<file path="src/rtl/prcd_pkg.sv">
// ----------------------------------------------------------------------------
// prcd_pkg: shared types, constants and lookup functions
// Holds the per-color front-end decode, the hue and saturation curves and
// the widths used by the color difference pipeline.
// ----------------------------------------------------------------------------
package prcd_pkg;

   localparam int unsigned QUOT_WIDTH = 6;
   localparam int unsigned NUM_WIDTH  = 14;

   // Sector offsets and sector scale factors.
   localparam logic [7:0] OFF_RED_YEL  = 8'h00;
   localparam logic [7:0] OFF_YEL_GRN  = 8'h35;
   localparam logic [7:0] OFF_GRN_CYN  = 8'h6A;
   localparam logic [7:0] OFF_CYN_BLU  = 8'h80;
   localparam logic [7:0] OFF_BLU_MAG  = 8'hB5;
   localparam logic [7:0] OFF_MAG_RED  = 8'hEA;
   localparam logic [5:0] SCALE_WIDE   = 6'h35;
   localparam logic [5:0] SCALE_NARROW = 6'h16;

   // Luma weights.
   localparam logic [6:0] LUMA_RED   = 7'd98;
   localparam logic [7:0] LUMA_GREEN = 8'd128;
   localparam logic [4:0] LUMA_BLUE  = 5'd30;

   // Weight register reset values and indexes.
   localparam logic [8:0] HUE_WEIGHT_RESET = 9'h120;
   localparam logic [8:0] SAT_WEIGHT_RESET = 9'h050;
   localparam logic [8:0] LUM_WEIGHT_RESET = 9'h180;
   localparam logic [1:0] REG_HUE_WEIGHT   = 2'd0;
   localparam logic [1:0] REG_SAT_WEIGHT   = 2'd1;
   localparam logic [1:0] REG_LUM_WEIGHT   = 2'd2;

   // Result of the per-color sector decode that feeds the divider.
   typedef struct packed {
      logic [NUM_WIDTH-1:0] num;
      logic [7:0]           den;
      logic [7:0]           offset;
      logic                 grey;
   } front_type;

   function automatic front_type color_front(input logic [23:0] c);
      logic [7:0] r;
      logic [7:0] g;
      logic [7:0] b;
      logic [7:0] x;
      logic [5:0] m;
      front_type  f;
      r = c[23:16];
      g = c[15:8];
      b = c[7:0];
      f.grey = 1'b0;
      if (r > g) begin
         if (g > b) begin
            f.den = r - b; x = g - b; m = SCALE_WIDE; f.offset = OFF_RED_YEL;
         end else if (b > r) begin
            f.den = b - g; x = r - g; m = SCALE_WIDE; f.offset = OFF_BLU_MAG;
         end else begin
            f.den = r - g; x = r - b; m = SCALE_NARROW; f.offset = OFF_MAG_RED;
         end
      end else begin
         if (b > g) begin
            f.den = b - r; x = b - g; m = SCALE_WIDE; f.offset = OFF_CYN_BLU;
         end else if (r > b) begin
            f.den = g - b; x = g - r; m = SCALE_WIDE; f.offset = OFF_YEL_GRN;
         end else begin
            f.den = g - r; x = b - r; m = SCALE_NARROW; f.offset = OFF_GRN_CYN;
            f.grey = (f.den == 8'd0);
         end
      end
      f.num = {6'b000000, x} * {8'h00, m};
      return f;
   endfunction

   // Piecewise-linear hue remap; every segment has unit slope, so each
   // entry is the input shifted by a segment offset, modulo 256.
   function automatic logic [7:0] hue_curve(input logic [7:0] i);
      logic [7:0] v;
      if (i < 8'h15)      v = i;
      else if (i < 8'h35) v = i - 8'h15 + 8'h10;
      else if (i < 8'h55) v = i;
      else if (i < 8'h6A) v = i - 8'h55 + 8'h5A;
      else if (i < 8'h75) v = i;
      else if (i < 8'h80) v = i - 8'h75 + 8'h72;
      else if (i < 8'hA5) v = i;
      else if (i < 8'hB5) v = i - 8'hA5 + 8'hAA;
      else if (i < 8'hC5) v = i;
      else if (i < 8'hEA) v = i - 8'hC5 + 8'hC0;
      else if (i < 8'hF5) v = i;
      else                v = i + 8'h03;
      return v;
   endfunction

   // Piecewise-linear saturation remap.
   function automatic logic [7:0] sat_curve(input logic [7:0] i);
      logic [9:0] t;
      logic [7:0] v;
      if (i < 8'h55) begin
         t = {2'b00, i} * 10'd3;
         v = t[8:1];
      end else if (i < 8'h96) begin
         t = {2'b00, i - 8'h55} * 10'd5;
         v = 8'h7F + t[9:2];
      end else if (i < 8'hB6) begin
         v = 8'hD0 + (i - 8'h96);
      end else if (i < 8'hC6) begin
         v = 8'hF0 + ((i - 8'hB6) >> 1);
      end else if (i < 8'hF6) begin
         v = 8'hF8 + ((i - 8'hC6) >> 3);
      end else begin
         v = 8'hFF;
      end
      return v;
   endfunction

endpackage

</file>
<file path="src/rtl/perceptual_rgb_color_difference.sv">
// ----------------------------------------------------------------------------
// perceptual_rgb_color_difference: perceptual distance of two RGB colors
// Throughput is one color pair per cycle while no response stall holds it;
// the six-stage sector divider, the curve and distance stages, the two
// multiplier stages and the summing stage make up the pipeline.
// A response stall holds the whole pipeline in place.
// Reset clears all valid bits and loads the default weights.
// ----------------------------------------------------------------------------
module perceptual_rgb_color_difference
   import prcd_pkg::*;
(
   input  logic        clock,
   input  logic        reset,
   input  logic        req_tvalid,
   output logic        req_tready,
   input  logic [47:0] req_tdata,   // color_a [23:0], color_b [47:24]
   output logic        rsp_tvalid,
   input  logic        rsp_tready,
   output logic [15:0] rsp_tdata,   // difference [12:0], zero pad [15:13]
   input  logic        csr_we,
   input  logic [1:0]  csr_index,
   input  logic [8:0]  csr_wdata
);

   localparam int unsigned STAGES  = 11;
   localparam int unsigned DIV_OUT = QUOT_WIDTH;

   logic              stage_en;
   logic [STAGES-1:0] valid_ff;
   logic [8:0]        hue_w_ff, sat_w_ff, lum_w_ff;

   front_type  front_a, front_b;
   logic [15:0] luma_a, luma_b, luma_diff;
   logic [QUOT_WIDTH-1:0] quot_a, quot_b;

   logic [7:0]  off_a_ff  [DIV_OUT+1];
   logic [7:0]  off_b_ff  [DIV_OUT+1];
   logic        grey_a_ff [DIV_OUT+1];
   logic        grey_b_ff [DIV_OUT+1];
   logic [15:0] luma_ff   [8];
   logic        same_ff   [10];
   logic [7:0]  den_a_ff  [DIV_OUT];
   logic [7:0]  den_b_ff  [DIV_OUT];

   logic [7:0]  hue_a_ff, hue_b_ff, sat_a_ff, sat_b_ff;
   logic [7:0]  raw_a, raw_b;
   logic [7:0]  hmin_ff, smin_ff, sdiff_ff, hmin_in, smin_in, sdiff_in;
   logic [15:0] hprod_ff;
   logic [16:0] sat_term_ff, sat_term2_ff, lum_term_ff, lum_term2_ff;
   logic [24:0] lum_prod;
   logic [24:0] hue_prod;
   logic [17:0] hue_term_ff;
   logic [19:0] sum;
   logic [12:0] diff_ff;

   // The pipeline advances whenever the output slot is empty or taken.
   assign stage_en   = !valid_ff[STAGES-1] || rsp_tready;
   assign req_tready = stage_en;
   assign rsp_tvalid = valid_ff[STAGES-1];
   assign rsp_tdata  = {3'b000, diff_ff};

   // Weight registers.
   always_ff @(posedge clock) begin
      if (reset) begin
         hue_w_ff <= HUE_WEIGHT_RESET;
         sat_w_ff <= SAT_WEIGHT_RESET;
         lum_w_ff <= LUM_WEIGHT_RESET;
      end else if (csr_we) begin
         case (csr_index)
            REG_HUE_WEIGHT: hue_w_ff <= csr_wdata;
            REG_SAT_WEIGHT: sat_w_ff <= csr_wdata;
            REG_LUM_WEIGHT: lum_w_ff <= csr_wdata;
            default: ;
         endcase
      end
   end

   // Valid bits travel with the data.
   always_ff @(posedge clock) begin
      if (reset) begin
         valid_ff <= '0;
      end else if (stage_en) begin
         valid_ff <= {valid_ff[STAGES-2:0], req_tvalid};
      end
   end

   // Front end: sector decode and luma difference.
   assign front_a   = color_front(req_tdata[23:0]);
   assign front_b   = color_front(req_tdata[47:24]);
   assign luma_a    = {8'h00, req_tdata[23:16]} * {9'h000, LUMA_RED}
                    + {8'h00, req_tdata[15:8]} * {8'h00, LUMA_GREEN}
                    + {8'h00, req_tdata[7:0]} * {11'h000, LUMA_BLUE};
   assign luma_b    = {8'h00, req_tdata[47:40]} * {9'h000, LUMA_RED}
                    + {8'h00, req_tdata[39:32]} * {8'h00, LUMA_GREEN}
                    + {8'h00, req_tdata[31:24]} * {11'h000, LUMA_BLUE};
   assign luma_diff = (luma_a > luma_b) ? (luma_a - luma_b) : (luma_b - luma_a);

   prcd_divider u_div_a (
      .clock    (clock),
      .stage_en (stage_en),
      .num      (front_a.num),
      .den      (front_a.den),
      .quot     (quot_a)
   );

   prcd_divider u_div_b (
      .clock    (clock),
      .stage_en (stage_en),
      .num      (front_b.num),
      .den      (front_b.den),
      .quot     (quot_b)
   );

   // Side data delayed alongside the divider.
   always_ff @(posedge clock) begin
      if (stage_en) begin
         off_a_ff[0]  <= front_a.offset;
         off_b_ff[0]  <= front_b.offset;
         grey_a_ff[0] <= front_a.grey;
         grey_b_ff[0] <= front_b.grey;
         luma_ff[0]   <= luma_diff;
         same_ff[0]   <= (req_tdata[23:0] == req_tdata[47:24]);
         for (int i = 1; i <= DIV_OUT; i++) begin
            off_a_ff[i]  <= off_a_ff[i-1];
            off_b_ff[i]  <= off_b_ff[i-1];
            grey_a_ff[i] <= grey_a_ff[i-1];
            grey_b_ff[i] <= grey_b_ff[i-1];
         end
         for (int i = 1; i < 8; i++) luma_ff[i] <= luma_ff[i-1];
         for (int i = 1; i < 10; i++) same_ff[i] <= same_ff[i-1];
      end
   end

   // Divisor spread delayed to the curve stage.
   always_ff @(posedge clock) begin
      if (stage_en) begin
         den_a_ff[0] <= front_a.den;
         den_b_ff[0] <= front_b.den;
         for (int i = 1; i < DIV_OUT; i++) begin
            den_a_ff[i] <= den_a_ff[i-1];
            den_b_ff[i] <= den_b_ff[i-1];
         end
      end
   end

   // Raw hue from quotient and sector offset; divider output pairs with
   // the side data one stage behind the top of the delay line.
   assign raw_a = grey_a_ff[DIV_OUT-1] ? 8'd0 : (8'(quot_a) + off_a_ff[DIV_OUT-1]);
   assign raw_b = grey_b_ff[DIV_OUT-1] ? 8'd0 : (8'(quot_b) + off_b_ff[DIV_OUT-1]);

   // Circular hue distance, lower saturation and saturation spread.
   always_comb begin
      logic [7:0] g0;
      logic [7:0] g1;
      g0      = hue_a_ff - hue_b_ff;
      g1      = hue_b_ff - hue_a_ff;
      hmin_in = (g0 < g1) ? g0 : g1;
      if (sat_a_ff < sat_b_ff) begin
         smin_in  = sat_a_ff;
         sdiff_in = sat_b_ff - sat_a_ff;
      end else begin
         smin_in  = sat_b_ff;
         sdiff_in = sat_a_ff - sat_b_ff;
      end
   end

   assign lum_prod = {9'h000, luma_ff[7]} * {16'h0000, lum_w_ff};
   assign hue_prod = {9'h000, hprod_ff} * {16'h0000, hue_w_ff};
   assign sum      = 20'(hue_term_ff) + 20'(sat_term2_ff) + 20'(lum_term2_ff);

   // Curve, distance, product and summing stages.
   always_ff @(posedge clock) begin
      if (stage_en) begin
         hue_a_ff     <= hue_curve(raw_a);
         hue_b_ff     <= hue_curve(raw_b);
         sat_a_ff     <= sat_curve(den_a_ff[DIV_OUT-1]);
         sat_b_ff     <= sat_curve(den_b_ff[DIV_OUT-1]);
         hmin_ff      <= hmin_in;
         smin_ff      <= smin_in;
         sdiff_ff     <= sdiff_in;
         hprod_ff     <= {8'h00, hmin_ff} * {8'h00, smin_ff};
         sat_term_ff  <= {9'h000, sdiff_ff} * {8'h00, sat_w_ff};
         lum_term_ff  <= lum_prod[24:8];
         hue_term_ff  <= hue_prod[24:7];
         sat_term2_ff <= sat_term_ff;
         lum_term2_ff <= lum_term_ff;
         diff_ff      <= same_ff[9] ? 13'd0 : sum[18:6];
      end
   end

   // A stalled pipeline keeps every transaction where it is.
   assert property (@(posedge clock) disable iff (reset)
      !stage_en |=> $stable(valid_ff))
      else $error("pipeline moved during a stall");

   // Reset leaves the pipeline empty.
   assert property (@(posedge clock)
      $past(reset) |-> (valid_ff == '0))
      else $error("valid bits survived reset");

   // A non-grey sector quotient of color a never exceeds the wide sector scale.
   assert property (@(posedge clock) disable iff (reset)
      (valid_ff[DIV_OUT-1] && !grey_a_ff[DIV_OUT-1]) |-> (quot_a <= QUOT_WIDTH'(SCALE_WIDE)))
      else $error("hue quotient out of range");

endmodule

</file>
<file path="src/rtl/prcd_divider.sv">
// ----------------------------------------------------------------------------
// prcd_divider: pipelined restoring divider
// Resolves one quotient bit per stage; the numerator is known to be below
// the divisor times two to the quotient width when the divisor is nonzero.
// ----------------------------------------------------------------------------
module prcd_divider
   import prcd_pkg::*;
(
   input  logic                  clock,
   input  logic                  stage_en,
   input  logic [NUM_WIDTH-1:0]  num,
   input  logic [7:0]            den,
   output logic [QUOT_WIDTH-1:0] quot
);

   logic [NUM_WIDTH-1:0]  rem_ff  [QUOT_WIDTH];
   logic [NUM_WIDTH-1:0]  rem_in  [QUOT_WIDTH];
   logic [7:0]            den_ff  [QUOT_WIDTH];
   logic [QUOT_WIDTH-1:0] quot_ff [QUOT_WIDTH];
   logic [QUOT_WIDTH-1:0] quot_in [QUOT_WIDTH];

   // One trial subtraction per stage, highest quotient bit first.
   always_comb begin
      logic [NUM_WIDTH-1:0]  rem_prev;
      logic [QUOT_WIDTH-1:0] quot_prev;
      logic [7:0]            den_cur;
      logic [NUM_WIDTH-1:0]  trial;
      for (int i = 0; i < QUOT_WIDTH; i++) begin
         rem_prev  = (i == 0) ? num : rem_ff[(i == 0) ? 0 : i - 1];
         quot_prev = (i == 0) ? '0 : quot_ff[(i == 0) ? 0 : i - 1];
         den_cur   = (i == 0) ? den : den_ff[(i == 0) ? 0 : i - 1];
         trial     = NUM_WIDTH'({{(NUM_WIDTH-8){1'b0}}, den_cur} << (QUOT_WIDTH - 1 - i));
         if (rem_prev >= trial) begin
            rem_in[i]  = rem_prev - trial;
            quot_in[i] = quot_prev | QUOT_WIDTH'(1 << (QUOT_WIDTH - 1 - i));
         end else begin
            rem_in[i]  = rem_prev;
            quot_in[i] = quot_prev;
         end
      end
   end

   always_ff @(posedge clock) begin
      if (stage_en) begin
         for (int i = 0; i < QUOT_WIDTH; i++) begin
            rem_ff[i]  <= rem_in[i];
            quot_ff[i] <= quot_in[i];
            den_ff[i]  <= (i == 0) ? den : den_ff[(i == 0) ? 0 : i - 1];
         end
      end
   end

   assign quot = quot_ff[QUOT_WIDTH-1];

endmodule
</file>
<file path="config.mk">
export PLATFORM = sky130hd
export DESIGN_NAME = perceptual_rgb_color_difference
export DESIGN_NICKNAME = d
export VERILOG_FILES = /design/src/rtl/prcd_pkg.sv /design/src/rtl/perceptual_rgb_color_difference.sv /design/src/rtl/prcd_divider.sv
export SDC_FILE = /design/constraint.sdc
export NUM_CORES = 2
export LEC_CHECK = 0
export BUFFER_PORTS_ARGS = -buffer_cell sky130_fd_sc_hd__buf_4
export CAP_MARGIN = 10
export CORE_MARGIN = 1.5
export CORE_UTILIZATION = 45
export DETAILED_ROUTE_END_ITERATION = 7
export GPL_TIMING_DRIVEN = 1
export PLACE_DENSITY = 0.62
export REMOVE_ABC_BUFFERS = 1
export SYNTH_ARGS = -nofsm -noshare
export SYNTH_HDL_FRONTEND = slang
export SYNTH_SLANG_ARGS = --single-unit
</file>
<file path="constraint.sdc">
create_clock -name clock -period 40.2 [get_ports clock]
set_clock_uncertainty 0.15 [all_clocks]
set_input_delay 2.01 -clock clock [delete_from_list [all_inputs] [get_ports clock]]
set_output_delay 2.01 -clock clock [all_outputs]
set_load 0.01 [all_outputs]
</file>
==> flow_metrics.tcl <==
set metrics [dict create \
    outcome "complete, no violations" \
    htreeDepth 3 \
    synth_top_area_share_pct 32.6 \
    io_buffers 78 \
    postCtsSetupRepairBufs 0 \
    die_w_um 365 \
    start_util_pct 45.4 \
    cts_root_buffer "clkbuf_16" \
    multi_input_area_sq_mm 0.0352 \
    crit_family "compound AO/OA/AOI/OAI gates" \
    maxSlewHeadroom_pct 24.5 \
    rr_worst_depth 15 \
    rsz0062_at_grt "false" \
    dr.first_iter.drc_count 2122 \
    rows 132 \
    insertion_delay_ps 680 \
    ys.flop_type "edfxtp_1" \
    antenna_found_initial 0 \
    yosysUniqueCellTypes 87 \
    wl_per_cell_um 16.3 \
    fin_crit_sh_pct 25.0 \
    ctsHoldBuffers 0 \
    gp_congestion 0.909 \
    dp.cells 7453 \
    core_area_sq_mm 0.130 \
    synth_edf_count 639 \
    avgSynthCellArea_sq_um 10.2 \
    r2r_slack_ps 34090 \
    hold_viol_final 0 \
    grt_pass1_wl_um 203000 \
    clock-sinks 677 \
    min_period_ps 10040 \
    cts.clk_slew.worst_paths_ps 60 \
    drv_slew 0 \
    grt_overflow 0 \
    track_usage_pct 18.7 \
    synthesis.area_sq_mm 0.0589 \
    ys_seq_elements 677 \
    r2r-end "lum_term_ff[16]$_DFFE_PP_" \
    cap_violations 0 \
    reg2reg_from "lum_w_ff[2]$_SDFFE_PP0P_" \
    instances_no_fill 7593 \
    yosys_warnings 0 \
    seq_area_sq_mm 0.0199 \
    ys_seq_area_share_pct 33.9 \
    fmax_ghz 0.0996 \
    hold-worst-slack_ps 237 \
    worstPathArrival_ps 10300 \
    via_count 40000 \
    first_pass_iters 6 \
    cts_tree "yes" \
    fill_cells 11900 \
    startpoint_type "input port" \
    io_pins 82 \
    syn2layout_area_growth_pct 8.39 \
    min_path_cells 0 \
    synth-async-reset-ratio_pct 0 \
    holdPathEnd "luma_ff[1][22]$_DFFE_PP_" \
    drtAntennaViolNets 0 \
    num-nets-final 6945 \
    crit_slowest_cell "a221oi_1" \
    hold_path.startpoint "luma_ff[1][6]$_DFFE_PP_" \
    avgViaCountPerCell 5.26 \
    path_common_cell "ha_1" \
    slowest_delay_ps 740 \
    crit_buf_inv 6 \
    cts_buffer_depth 3 \
    required_ps 40460 \
    cts_resized 0 \
    cts_buffers 77 \
    drcViolationCount 0 \
    hp-class "reg -> reg" \
    antennaDiodeCount 0 \
    grt_start_max_net_pins 202 \
    crit_path_max_fanout 30 \
    synth_top_area_cell "edfxtp_1" \
    end_kind "flop" \
    synthCells 5783 \
    grt_pass1_vias 40100 \
    drive_gt1_share_pct 5.18 \
    ys_top_cells_by_area "edfxtp_1 33%, ha_1 15%, fa_1 13%, inv_1 5.2%, xnor2_1 3.8%" \
    crit_type "in -> reg" \
    setup-tns-final_ps 0 \
    worst_pin_slew_ps 1130 \
    hpwlAfterDp_um 97700 \
    setup_viol 0 \
    die-area_sq_mm 0.133 \
    die_y_um 365 \
    wl_um 124000 \
]
cells in the mapped netlist, drive strengths merged, types with 19 or more instances:
library cell	number
nand2	517
nand2b	38
a21o	137
clkbuf	133
buf	35
o211ai	19
xnor2	255
dfxtp	38
nor2b	76
nand3	50
mux2i	76
ha	696
and2	200
nand4	35
a21boi	29
edfxtp	639
a211oi	58
nor2	277
o21ai	221
nor3	69
a31oi	29
fa	395
o21bai	53
or2	24
o21a	32
a21oi	359
xor2	134
inv	819
nor4	28
mux2	42
kinds of logic after synthesis:
group	after synthesis	share of synthesized area (%)
xor+xnor	390	5.83
flops	677	33.9
other cells	1	0.00637
compound gates	1101	11.9
fa+ha+maj	1091	28.2
mux	118	2.10
buf+inv	992	6.39
simple gates	1413	11.6
cells in the final DEF (no fill, tap or decap), types with 19 or more instances in the layout:
cell type and instances:
clkbuf_16 77, nor2_1 277, nor2b_1 76, a211oi_1 56, mux2i_1 76, a21o_1 137
nand2b_1 38, o211ai_1 19, or2_2 24, a21oi_1 358, o21bai_1 53, a21boi_0 28
xor2_1 134, fa_1 395, nand4_1 35, edfxtp_1 639, and2_1 200, nand3_1 50
ha_1 696, o21a_1 32, nor4_1 28, o21ai_0 218, nor3_1 68, dfxtp_1 38
inv_1 818, nand2_1 517, xnor2_1 255, a31oi_1 29, buf_4 92, mux2_2 42
stage by stage:
step / utilization (%) / setup slack (ps) / area (sq um)
final: 49.2 / 30160 / 63800
after global routing: 49.2 / 29450 / 63800
after CTS: 49.2 / 30180 / 63800
after detailed placement: 47.2 / 29490 / 61100
after global placement: 47.2 / 29760 / 61100
after floorplan: - / 23450 / 58200
flip-flops by register name, indices dropped and copies added, names as in the netlist, 9 cells and up:
name / count
den_a_ff: 32
den_b_ff: 32
diff_ff: 13
hprod_ff: 16
hue_term_ff: 18
hue_w_ff: 9
lum_term2_ff: 17
lum_term_ff: 17
lum_w_ff: 9
luma_ff: 120
off_a_ff: 24
off_b_ff: 24
same_ff: 10
sat_term2_ff: 17
sat_term_ff: 17
sat_w_ff: 9
u_div_a.den_ff: 16
u_div_a.quot_ff: 21
u_div_a.rem_ff: 70
u_div_b.den_ff: 16
u_div_b.quot_ff: 21
u_div_b.rem_ff: 70
valid_ff: 11
routing by layer:
| layer | GRT usage (%) | routed length [um] | vias to the layer above |
|---|---|---|---|
| met3 | 2.26 | 4610 | 200 |
| li1 | - | - | 19800 |
| met5 | 0 | 0 | - |
| met4 | 5.65 | 3140 | 0 |
| met1 | 23.6 | 54600 | 19200 |
| met2 | 33.4 | 61500 | 762 |
final cells by class:
cell class | count | area share (%)
Timing Repair Buffer | 94 | 1.15
Multi-Input combinational cell | 4116 | 55.2
Inverter | 824 | 4.86
Clock inverter | 48 | 1.03
Tap cell | 1742 | 3.42
Sequential cell | 677 | 31.3
Clock buffer | 92 | 3.11
worst max path at each step:
stage | from | to | slack [ps] | depth (start not counted)
finish | req_tdata[40] | u_div_b.rem_ff[0][12]$_DFFE_PP_ | 30160 | 31
global route | req_tdata[40] | u_div_b.rem_ff[0][12]$_DFFE_PP_ | 29450 | 31
CTS | req_tdata[40] | u_div_b.rem_ff[0][12]$_DFFE_PP_ | 30180 | 31
detailed placement | req_tdata[40] | u_div_b.rem_ff[0][12]$_DFFE_PP_ | 29490 | 31
global placement | req_tdata[40] | u_div_b.rem_ff[0][8]$_DFFE_PP_ | 29760 | 31
floorplan | rsp_tready | req_tready | 23450 | 2
Power is not shown: default switching activity piles up to over one toggle a cycle in this logic, so the estimate is an artifact.
